===== src/design/tts_pkg.sv =====
`default_nettype none

package tts_pkg;

    localparam int LEVEL_W      = 16;
    localparam int HOUR_W       = 5;
    localparam int MINUTE_W     = 6;
    localparam int APB_DATA_W   = 32;
    localparam int APB_ADDR_W   = 2;

    localparam logic [HOUR_W-1:0]   HOURS_PER_DAY    = 5'd24;
    localparam logic [MINUTE_W-1:0] MINUTES_PER_HOUR = 6'd60;
    localparam logic [LEVEL_W-1:0]  THRESHOLD_RESET  = 16'd40;

    // Register byte addresses
    localparam logic [APB_ADDR_W-1:0] ADDR_TOUCH_THRESHOLD = 2'd0;

    typedef struct packed {
        logic [LEVEL_W-1:0]  enable_level;
        logic [LEVEL_W-1:0]  increment_level;
        logic [LEVEL_W-1:0]  decrement_level;
        logic [LEVEL_W-1:0]  select_level;
        logic [HOUR_W-1:0]   clock_hour;
        logic [MINUTE_W-1:0] clock_minute;
    } poll_t;

    typedef struct packed {
        logic                setting_active;
        logic                minute_selected;
        logic [HOUR_W-1:0]   shown_hour;
        logic [MINUTE_W-1:0] shown_minute;
        logic                commit;
    } result_t;

    // Step up with wrap to zero at the modulus
    function automatic logic [MINUTE_W-1:0] wrap_up(
        input logic [MINUTE_W-1:0] v,
        input logic [MINUTE_W-1:0] modulus
    );
        logic [MINUTE_W:0] inc;
        inc = {1'b0, v} + {{MINUTE_W{1'b0}}, 1'b1};
        wrap_up = (inc >= {1'b0, modulus}) ? '0 : inc[MINUTE_W-1:0];
    endfunction

    // Step down with wrap to modulus-1 at zero or when out of range
    function automatic logic [MINUTE_W-1:0] wrap_down(
        input logic [MINUTE_W-1:0] v,
        input logic [MINUTE_W-1:0] modulus
    );
        wrap_down = (v == '0 || v >= modulus) ? modulus - 6'd1 : v - 6'd1;
    endfunction

endpackage

`default_nettype wire


===== src/design/tts_cfg_regs.sv =====
`default_nettype none

module tts_cfg_regs
    import tts_pkg::*;
(
    input  wire logic                  clk,
    input  wire logic                  rst_n,
    input  wire logic                  psel,
    input  wire logic                  penable,
    input  wire logic                  pwrite,
    input  wire logic [APB_ADDR_W-1:0] paddr,
    input  wire logic [APB_DATA_W-1:0] pwdata,
    output logic      [APB_DATA_W-1:0] prdata,
    output logic                       pready,
    output logic      [LEVEL_W-1:0]    touch_threshold
);

    logic [LEVEL_W-1:0] threshold_reg;
    logic               wr_en;

    assign pready = 1'b1;
    assign wr_en  = psel && penable && pwrite && (paddr == ADDR_TOUCH_THRESHOLD);

    // Write the threshold on the access phase
    always_ff @(posedge clk or negedge rst_n)
    begin
        if (!rst_n)
        begin
            threshold_reg <= THRESHOLD_RESET;
        end
        else if (wr_en)
        begin
            threshold_reg <= pwdata[LEVEL_W-1:0];
        end
    end

    // Read back; unmapped addresses return zero
    always_comb
    begin
        prdata = '0;
        if (paddr == ADDR_TOUCH_THRESHOLD)
        begin
            prdata = {{(APB_DATA_W-LEVEL_W){1'b0}}, threshold_reg};
        end
    end

    assign touch_threshold = threshold_reg;

endmodule

`default_nettype wire


===== src/design/tts_step.sv =====
`default_nettype none

module tts_step
    import tts_pkg::*;
(
    input  wire logic               clk,
    input  wire logic               rst_n,
    input  wire logic               advance,
    input  wire poll_t              poll_in,
    input  wire logic [LEVEL_W-1:0] touch_threshold,
    output result_t                 result_next
);

    logic [3:0]          touched_reg;   // enable, increment, decrement, select
    logic [3:0]          touched_next;
    logic                mode_reg, mode_next;
    logic                minsel_reg, minsel_next;
    logic [HOUR_W-1:0]   hour_reg, hour_next;
    logic [MINUTE_W-1:0] minute_reg, minute_next;
    logic                commit_next;
    logic                en_press, inc_press, dec_press, sel_press;
    logic [HOUR_W-1:0]   hour_load;
    logic [MINUTE_W-1:0] minute_load;
    logic [MINUTE_W-1:0] hour_up, hour_dn;

    // Sample the pads against the threshold
    assign touched_next = {poll_in.enable_level    < touch_threshold,
                           poll_in.increment_level < touch_threshold,
                           poll_in.decrement_level < touch_threshold,
                           poll_in.select_level    < touch_threshold};

    // Detect presses as rising edges of the touched flags
    assign en_press  = touched_next[3] && !touched_reg[3];
    assign inc_press = touched_next[2] && !touched_reg[2];
    assign dec_press = touched_next[1] && !touched_reg[1];
    assign sel_press = touched_next[0] && !touched_reg[0];

    // Clamp the clock time on load
    assign hour_load   = (poll_in.clock_hour > HOURS_PER_DAY - 5'd1) ?
                         HOURS_PER_DAY - 5'd1 : poll_in.clock_hour;
    assign minute_load = (poll_in.clock_minute > MINUTES_PER_HOUR - 6'd1) ?
                         MINUTES_PER_HOUR - 6'd1 : poll_in.clock_minute;

    assign hour_up = wrap_up({1'b0, hour_reg}, {1'b0, HOURS_PER_DAY});
    assign hour_dn = wrap_down({1'b0, hour_reg}, {1'b0, HOURS_PER_DAY});

    // Apply the highest priority press
    always_comb
    begin
        mode_next   = mode_reg;
        minsel_next = minsel_reg;
        hour_next   = hour_reg;
        minute_next = minute_reg;
        commit_next = 1'b0;
        if (!mode_reg)
        begin
            if (en_press)
            begin
                mode_next   = 1'b1;
                minsel_next = 1'b0;
                hour_next   = hour_load;
                minute_next = minute_load;
            end
        end
        else if (en_press)
        begin
            mode_next   = 1'b0;
            commit_next = 1'b1;
        end
        else if (sel_press)
        begin
            minsel_next = !minsel_reg;
        end
        else if (inc_press)
        begin
            if (minsel_reg)
            begin
                minute_next = wrap_up(minute_reg, MINUTES_PER_HOUR);
            end
            else
            begin
                hour_next = hour_up[HOUR_W-1:0];
            end
        end
        else if (dec_press)
        begin
            if (minsel_reg)
            begin
                minute_next = wrap_down(minute_reg, MINUTES_PER_HOUR);
            end
            else
            begin
                hour_next = hour_dn[HOUR_W-1:0];
            end
        end
    end

    // Advance the edit state once per transaction
    always_ff @(posedge clk or negedge rst_n)
    begin
        if (!rst_n)
        begin
            touched_reg <= '0;
            mode_reg    <= 1'b0;
            minsel_reg  <= 1'b0;
            hour_reg    <= '0;
            minute_reg  <= '0;
        end
        else if (advance)
        begin
            touched_reg <= touched_next;
            mode_reg    <= mode_next;
            minsel_reg  <= minsel_next;
            hour_reg    <= hour_next;
            minute_reg  <= minute_next;
        end
    end

    assign result_next = '{setting_active:  mode_next,
                           minute_selected: minsel_next,
                           shown_hour:      hour_next,
                           shown_minute:    minute_next,
                           commit:          commit_next};

endmodule

`default_nettype wire


===== src/design/touch_time_set_controller_core.sv =====
`default_nettype none

// Channel   | Handshake                  | Payload
// ----------+----------------------------+------------------------------
// poll      | poll_valid / poll_stall    | poll_t: four pad levels, clock
// result    | result_valid / result_stall| result_t: mode, edit time, commit
// config    | APB psel/penable/pready    | touch_threshold at byte address 0
//
// One transaction per cycle unless the result stalls: a poll is captured in
// the input register, the edge and mode update runs on it, and the result
// register follows, so a result is valid after both registers. The input
// register takes a new poll while the result register drains. Reset clears
// the edit state and sets the threshold to 40. A stalled result holds and
// backs up a stall onto the poll channel only when both registers are full.

module touch_time_set_controller_core
    import tts_pkg::*;
(
    input  wire logic                  clk,
    input  wire logic                  rst_n,
    input  wire logic                  poll_valid,
    output logic                       poll_stall,
    input  wire poll_t                 poll,
    output logic                       result_valid,
    input  wire logic                  result_stall,
    output result_t                    result,
    input  wire logic                  psel,
    input  wire logic                  penable,
    input  wire logic                  pwrite,
    input  wire logic [APB_ADDR_W-1:0] paddr,
    input  wire logic [APB_DATA_W-1:0] pwdata,
    output logic      [APB_DATA_W-1:0] prdata,
    output logic                       pready
);

    logic               in_valid_reg;
    poll_t              in_reg;
    logic               out_valid_reg;
    result_t            out_reg;
    result_t            result_next;
    logic               out_free;
    logic               advance;
    logic               accept;
    logic [LEVEL_W-1:0] touch_threshold;

    tts_cfg_regs u_cfg (
        .clk             (clk),
        .rst_n           (rst_n),
        .psel            (psel),
        .penable         (penable),
        .pwrite          (pwrite),
        .paddr           (paddr),
        .pwdata          (pwdata),
        .prdata          (prdata),
        .pready          (pready),
        .touch_threshold (touch_threshold)
    );

    tts_step u_step (
        .clk             (clk),
        .rst_n           (rst_n),
        .advance         (advance),
        .poll_in         (in_reg),
        .touch_threshold (touch_threshold),
        .result_next     (result_next)
    );

    assign out_free   = !out_valid_reg || !result_stall;
    assign advance    = in_valid_reg && out_free;
    assign poll_stall = in_valid_reg && !out_free;
    assign accept     = poll_valid && !poll_stall;

    // Capture a poll when the input register is empty or draining
    always_ff @(posedge clk or negedge rst_n)
    begin
        if (!rst_n)
        begin
            in_valid_reg <= 1'b0;
        end
        else if (!poll_stall)
        begin
            in_valid_reg <= poll_valid;
        end
    end

    always_ff @(posedge clk)
    begin
        if (accept)
        begin
            in_reg <= poll;
        end
    end

    // Load the result register, hold while stalled
    always_ff @(posedge clk or negedge rst_n)
    begin
        if (!rst_n)
        begin
            out_valid_reg <= 1'b0;
        end
        else if (out_free)
        begin
            out_valid_reg <= advance;
        end
    end

    always_ff @(posedge clk)
    begin
        if (advance)
        begin
            out_reg <= result_next;
        end
    end

    assign result_valid = out_valid_reg;
    assign result       = out_reg;

`ifndef SYNTH
    // A commit always leaves setting mode
    assert property (@(posedge clk) disable iff (!rst_n)
        (result_valid && result.commit) |-> !result.setting_active)
        else $error("commit reported while still in setting mode");

    // Edited time stays in range
    assert property (@(posedge clk) disable iff (!rst_n)
        result_valid |-> (result.shown_hour < HOURS_PER_DAY &&
                          result.shown_minute < MINUTES_PER_HOUR))
        else $error("edited time out of range");

    // Backpressure only when both registers are occupied and the sink stalls
    assert property (@(posedge clk) disable iff (!rst_n)
        poll_stall |-> (out_valid_reg && result_stall))
        else $error("poll stalled with room in the pipeline");
`endif

endmodule

`default_nettype wire


===== config.mk =====
export PLATFORM = sky130hd
export DESIGN_NAME = touch_time_set_controller_core
export DESIGN_NICKNAME = d
export VERILOG_FILES = /design/src/design/tts_pkg.sv /design/src/design/tts_cfg_regs.sv /design/src/design/tts_step.sv /design/src/design/touch_time_set_controller_core.sv
export SDC_FILE = /design/constraint.sdc
export NUM_CORES = 1
export LEC_CHECK = 0
export ABC_AREA = 1
export BUFFER_PORTS_ARGS = -buffer_cell sky130_fd_sc_hd__buf_2
export CAP_MARGIN = 20
export CORE_ASPECT_RATIO = 1.4
export CORE_MARGIN = 8
export CORE_UTILIZATION = 30
export CTS_CLUSTER_SIZE = 14
export DETAILED_ROUTE_END_ITERATION = 7
export GPL_ROUTABILITY_DRIVEN = 0
export SYNTH_ARGS = -nofsm -noshare
export SYNTH_HDL_FRONTEND = slang
export SYNTH_SLANG_ARGS = --single-unit

===== constraint.sdc =====
create_clock -name clk -period 3.67 [get_ports clk]
set_input_delay 0.734 -clock clk [delete_from_list [all_inputs] [get_ports clk]]
set_output_delay 0.734 -clock clk [all_outputs]
set_load 0.02 [all_outputs]

== Yosys cells after proc, flatten, opt, wreduce, memory -nomap -nowiden ==
Index checks and enable logic that the tools add are counted.
Storage, ports and cells
  register bits: 124
  memory bits (read-only): 0
  RAM bits: 0
  word-level logic and storage cells: 88
  output and inout bits: 49
  memories: 0
  input bits: 116
  bits in latches: 0
Operators by class
  multipliers: 0
  add/subtract/negate cells: 4
  muxes and demuxes: 30
  div/mod/pow operators: 0
  magnitude comparators: 10
  bitwise logic cells: 0
  equality and inequality tests: 0
  reduce and logical (&&, ||, !) cells: 25
  shifts and indexed selects: 0
Operators by type and width (number)
  6-bit two-way mux: 11
  16-bit < comparator: 4
  5-bit two-way mux: 11
  16-bit two-way mux: 1
  1-bit logical AND: 10
  1-bit zero test: 9
  6-bit by 1-bit adder with 7-bit output (second input constant): 1
  7-bit by 6-bit >= comparator with 1-bit output (second input constant): 1
  1-bit two-way mux: 7
  5-bit by 1-bit adder with 6-bit output (second input constant): 1
  6-bit by 5-bit >= comparator with 1-bit output (second input constant): 1
  6-bit >= comparator (second input constant): 1
  6-bit greater-than comparator (second input constant): 1
  6-bit zero test: 1
  6-bit by 1-bit subtractor with 6-bit output (second input constant): 1
  5-bit >= comparator (second input constant): 1
  5-bit greater-than comparator (second input constant): 1
  5-bit zero test: 1
  5-bit by 1-bit subtractor with 5-bit output (second input constant): 1
  1-bit logical OR: 3
  2-bit zero test: 1

== Depth between registers and ports, before layout ==
  depth in word-level cells: 9
  gate-level depth with buffers: 19

== Cells and area by module ==
From an unflattened synthesis, not the netlist that was laid out.
Second synthesis, totals
  cells, all modules: 780
  area total of the unflattened synthesis: 7169.4 µm²
By module, submodules not included
  tts_step: area an instance 3460.8 µm², instances 1, sequential area each 425.4 µm², cells each 554
  touch_time_set_controller_core: area an instance 2767.7 µm², instances 1, sequential area each 2722.6 µm², cells each 101
  tts_cfg_regs: area an instance 940.9 µm², instances 1, sequential area each 402.9 µm², cells each 125

== Worst setup path before layout ==
OpenSTA, ideal clock, no wires.
  path type: input to register
  start point: input result_stall
  end point: register in_reg[0] in the netlist's numbering, enable pin
  arrival: 2.531 ns
  slack: 0.710 ns
  stages on the path: 5
  data required time: 3.241 ns
  setup time: 0.429 ns
  path through: nand2_1 -> nor2_1 -> inv_1 -> nand2_1 -> inv_1
Between the ends
  longest elaborated chain between the ends: 6
RTL lines
  start: declaration: RTL line touch_time_set_controller_core.sv:25  | input wire logic result_stall,
  1-bit zero test: RTL line touch_time_set_controller_core.sv:68  | assign out_free = !out_valid_reg || !result_stall;
  1-bit logical OR: RTL line touch_time_set_controller_core.sv:68
  1-bit zero test: RTL line touch_time_set_controller_core.sv:70  | assign poll_stall = in_valid_reg && !out_free;
  1-bit logical AND: RTL line touch_time_set_controller_core.sv:70
  named net poll_stall: RTL line touch_time_set_controller_core.sv:22  | output logic poll_stall,
  1-bit zero test
  1-bit logical AND: RTL line touch_time_set_controller_core.sv:71  | assign accept = poll_valid && !poll_stall;
  named net accept: RTL line touch_time_set_controller_core.sv:43  | logic accept;
  end signal: assignment: RTL line touch_time_set_controller_core.sv:90  | in_reg <= poll;
  end: declaration: RTL line touch_time_set_controller_core.sv:37  | poll_t in_reg;
The timed path passes the listed nets, and every way through them passes these cells.
A chain may end at the register's enable or synchronous reset.

==> run summary <==
The flow ran to the end, and the final reports show no timing, DRC or antenna violations. The first global-routing pass estimated slightly below 30000 um of wire. The width of the die came out at around 150 um.

The number of buffer and inverter stages on the critical path is 2. The number of hold violations in the final report was 0. The clock-pin slew on the worst setup and hold paths is around 0.06 ns. The initial standard-cell utilization of the core is between 30% and 40%. The total leakage power is 4.07 nW.

The element type at the critical path end is a flop. The overall global routing resource usage is between 10% and 20%. The final period demand of the worst path came out at 2.73 ns. The worst path uses approximately three quarters of the clock period. The core area is about 23000 um^2.

Tracing the worst setup path back leads to its startpoint at u_cfg.touch_threshold[5]$_DFFE_PN1P_. The setup skew after layout is approximately 0.0092 ns. STA classifies the critical path startpoint as a flop. The clock insertion delay at the later pin of the skew report is 0.42 ns. The worst ir drop on vdd came out at 304 uV. The first routing iteration left roughly 260 violations.

The mapped netlist covers ~7000 um^2. The routed length per placed instance is 15.2 um. The number of storage elements in the synthesis netlist is about 120. The initialized floorplan defines 66 standard-cell rows. The number of setup violations in the final report is 0. Of the cells placed in the final design, the portion with a size suffix greater than 1 is a little over a fifth. The count of hold buffers inserted by post-cts repair is 0. The total overflow left after global routing is 0. The count of maximum capacitance violations is 0.

The min-delay analysis places its worst path in the category in2async. The critical setup path kind is reg2reg. The number of CTS-inserted buffers is 17.

The post-synthesis cell type count is 40. The worst slew margin relative to its limit came out at about two fifths. The number of instances in the synthesized netlist is 749. Combinational cells account for 34.8% of the total power. The number of clock sinks seen by CTS is roughly 120. The number of flops mapped to enable cells by yosys came out at 89. For this design the total switching power over the nets is roughly 2.2 mW. The number of top-level pins came out at 165. The critical path data required time is between 3 and 4 ns. The number of antenna cells inserted came out at 0. Setup repair after global routing left no endpoint under its margin. The synthesized area divided by synthesized cell count came out at slightly above 9 um^2. The area share of the largest cell type after synthesis came out at between 30% and 40%. The number of antenna violations at the first check in global routing is 1. The main flop type after synthesis is sky130_fd_sc_hd__edfxtp_1. The clock tree from TritonCTS is done.

The largest fanout of any net on the critical path came out at 19. The residual antenna-violating net count after detailed routing came out at 0. For the pin with the worst max-slew slack, the measured transition is 0.928 ns. In this run the critical register-to-register path is launched from u_cfg.touch_threshold[5]$_DFFE_PN1P_.

The non-filler instance count after layout is 1197. Setup total negative slack on the finished layout was measured at 0 ns. The share of total power consumed by net switching is between 30 and 40%. The minimum setup slack after placement is ~0.93 ns.

The fraction of the yosys area taken by sequential cells came out at between 50% and 60%. In the synthesized netlist, the cells that appear most often are sky130_fd_sc_hd__nand2_1, sky130_fd_sc_hd__edfxtp_1, sky130_fd_sc_hd__ha_1. The tree is rooted in a sky130_fd_sc_hd__clkbuf_16. The proportion of power drawn by flip-flops and latches came out at 34.3%. The layout net count is 1060.

Among cell families on the critical path, the largest total delay comes from simple AND/OR/NAND/NOR gates. The port buffer count is ~130. The floorplan step set the die height to 197 um.

The total wire length after detailed routing is between 15000 and 20000 um. The via count came out at ~5.5k. The final HPWL from detailed placement is ~14000 um. The stage delay of the slowest cell on the critical path came out at slightly above 0.5 ns. The total number of yosys warnings came out at 0. Once routing completed, OpenROAD measured the worst setup slack at approximately 0.94 ns. The critical path goes through inv_1 > ha_1 > a21oi_1 > o31a_1 > nand2_1 > nand2_2 > nand3_4 > nand2_4 > inv_2 > nand3_1 > nand3_1 > nand2_2. The worst path arrival time came out at 2.90 ns.

For this design the ratio of total power to cell area is ~700 nW/um^2. Among all cell types in the netlist, the one instantiated most often is sky130_fd_sc_hd__nand2_1. The number of iterations in the first detailed-routing pass came out at 5. Timing would allow up to between 0.3 and 0.4 GHz. The floorplan step defined a die boundary enclosing about 29000 um^2.

The number of cells after detailed placement came out at roughly 1.2k. The async set-reset flop share out of synthesis is between 20 and 30%. The count of pins over their slew limit is 0. The internal power summed over all cells is between 3 and 4 mW. The via count of the first global-routing pass is between 5k and 6k. Total power for the finished layout comes to 5.96 mW. No sink is reached through more buffers than the 2 on the longest clock path. The area growth from synthesis to layout is 21.6%. Summed over all instances, the cell type with the most area after synthesis is sky130_fd_sc_hd__edfxtp_1.

The largest net degree at the start of global routing is 48. The register with the most flip-flops in the layout has 75 of them. The part of the power in the clock network is 30.9%. Post-CTS repair changed the size of 0 cells. The post-detailed-route DRC marker count came out at 0. The H-tree level count is 4.

Ranked by total cell area, the synthesized netlist is headed by sky130_fd_sc_hd__edfxtp_1, sky130_fd_sc_hd__dfrtp_1, sky130_fd_sc_hd__ha_1. In this run the post-CTS setup repair buffer count came out at 0. The via density per instance is 4.56. On the critical path, the stage with the largest delay is an instance of sky130_fd_sc_hd__dfstp_2.
[cell usage in the layout (no fill, tap or decap), types with 5 or more instances in the layout]
master                        n
sky130_fd_sc_hd__edfxtp_1    89
sky130_fd_sc_hd__nor3_1       6
sky130_fd_sc_hd__o21ai_1     14
sky130_fd_sc_hd__nor2_1      49
sky130_fd_sc_hd__nand3_1     46
sky130_fd_sc_hd__buf_2      131
sky130_fd_sc_hd__o21ai_0     23
sky130_fd_sc_hd__nand2_1    201
sky130_fd_sc_hd__bufinv_16    5
sky130_fd_sc_hd__o211ai_1     6
sky130_fd_sc_hd__inv_2        8
sky130_fd_sc_hd__dfrtp_1     33
sky130_fd_sc_hd__a21oi_1     56
sky130_fd_sc_hd__nand4_1     14
sky130_fd_sc_hd__conb_1      17
sky130_fd_sc_hd__ha_1        66
sky130_fd_sc_hd__inv_1       55
sky130_fd_sc_hd__nand3b_1     5
sky130_fd_sc_hd__clkbuf_16   17
sky130_fd_sc_hd__xor2_1       7
[stage by stage]
| stage | utilization [%] | hold slack (ns) | area (um^2) |
|---|---|---|---|
| floorplan | - | 0.434 | 7060 |
| global placement | 34.1 | 0.504 | 7870 |
| detailed placement | 34.1 | 0.499 | 7870 |
| CTS | 36.8 | 0.466 | 8520 |
| global route | 36.8 | 0.464 | 8520 |
| finish | 36.8 | 0.446 | 8520 |
[kinds of logic after synthesis]
| group | synth area share, % |
|---|---|
| AO/OA/AOI/OAI | 8.72 |
| XOR/XNOR | 0.875 |
| buffers and inverters | 7.16 |
| adder cells (fa/ha/maj) | 11.8 |
| AND/OR/NAND/NOR | 20.5 |
| flip-flops | 50.7 |
| multiplexers | 0.143 |
| other | 0.107 |
[power groups by stage]
stage / registers [mW] / clock network, mW / logic (mW)
finish: 2.04 / 1.84 / 2.07
global route: 2.07 / 1.93 / 2.38
CTS: 2.04 / 1.87 / 2.09
detailed placement: 2.07 / 0 / 2.08
global placement: 2.06 / 0 / 2.04
floorplan: 1.99 / 0 / 1.63
[cell type report]
class | instances | area (um^2)
fill | 2349 | 14600
inverter | 65 | 244
multi-input combinational | 535 | 3010
sequential | 124 | 3550
tap | 306 | 383
clock buffer | 21 | 450
timing repair buffer | 135 | 686
clock inverter | 11 | 191
[per-layer routing]
| layer | routed length, um | vias up | share of wire (%) | GRT usage (%) |
|---|---|---|---|---|
| met4 | 427 | 2 | 2.3 | 6.23 |
| met1 | 7250 | 2492 | 40 | 13.7 |
| met2 | 9670 | 159 | 53 | 24.0 |
| met5 | 12 | - | 0.066 | 0 |
| met3 | 861 | 29 | 4.7 | 2.98 |
| li1 | - | 2778 | - | - |
[worst paths after layout]
| kind | to | slack (ns) | cells past startpoint |
|---|---|---|---|
| max | result[2]$_DFFE_PP_ | 0.94 | 12 |
| max reg2reg | result[2]$_DFFE_PP_ | 0.94 | 12 |
| min reg2reg | result_valid$_DFFE_PN0N_ | 0.53 | 2 |
| min | u_step.hour_reg[3]$_DFFE_PN0P_ | 0.45 | 1 |
| max in group asynchronous | u_cfg.touch_threshold[4]$_DFFE_PN0P_ | 2.64 | 1 |
| min in group clk | in_reg[28]$_DFFE_PP_ | 0.48 | 1 |
Power figures use the tool's default switching activity.
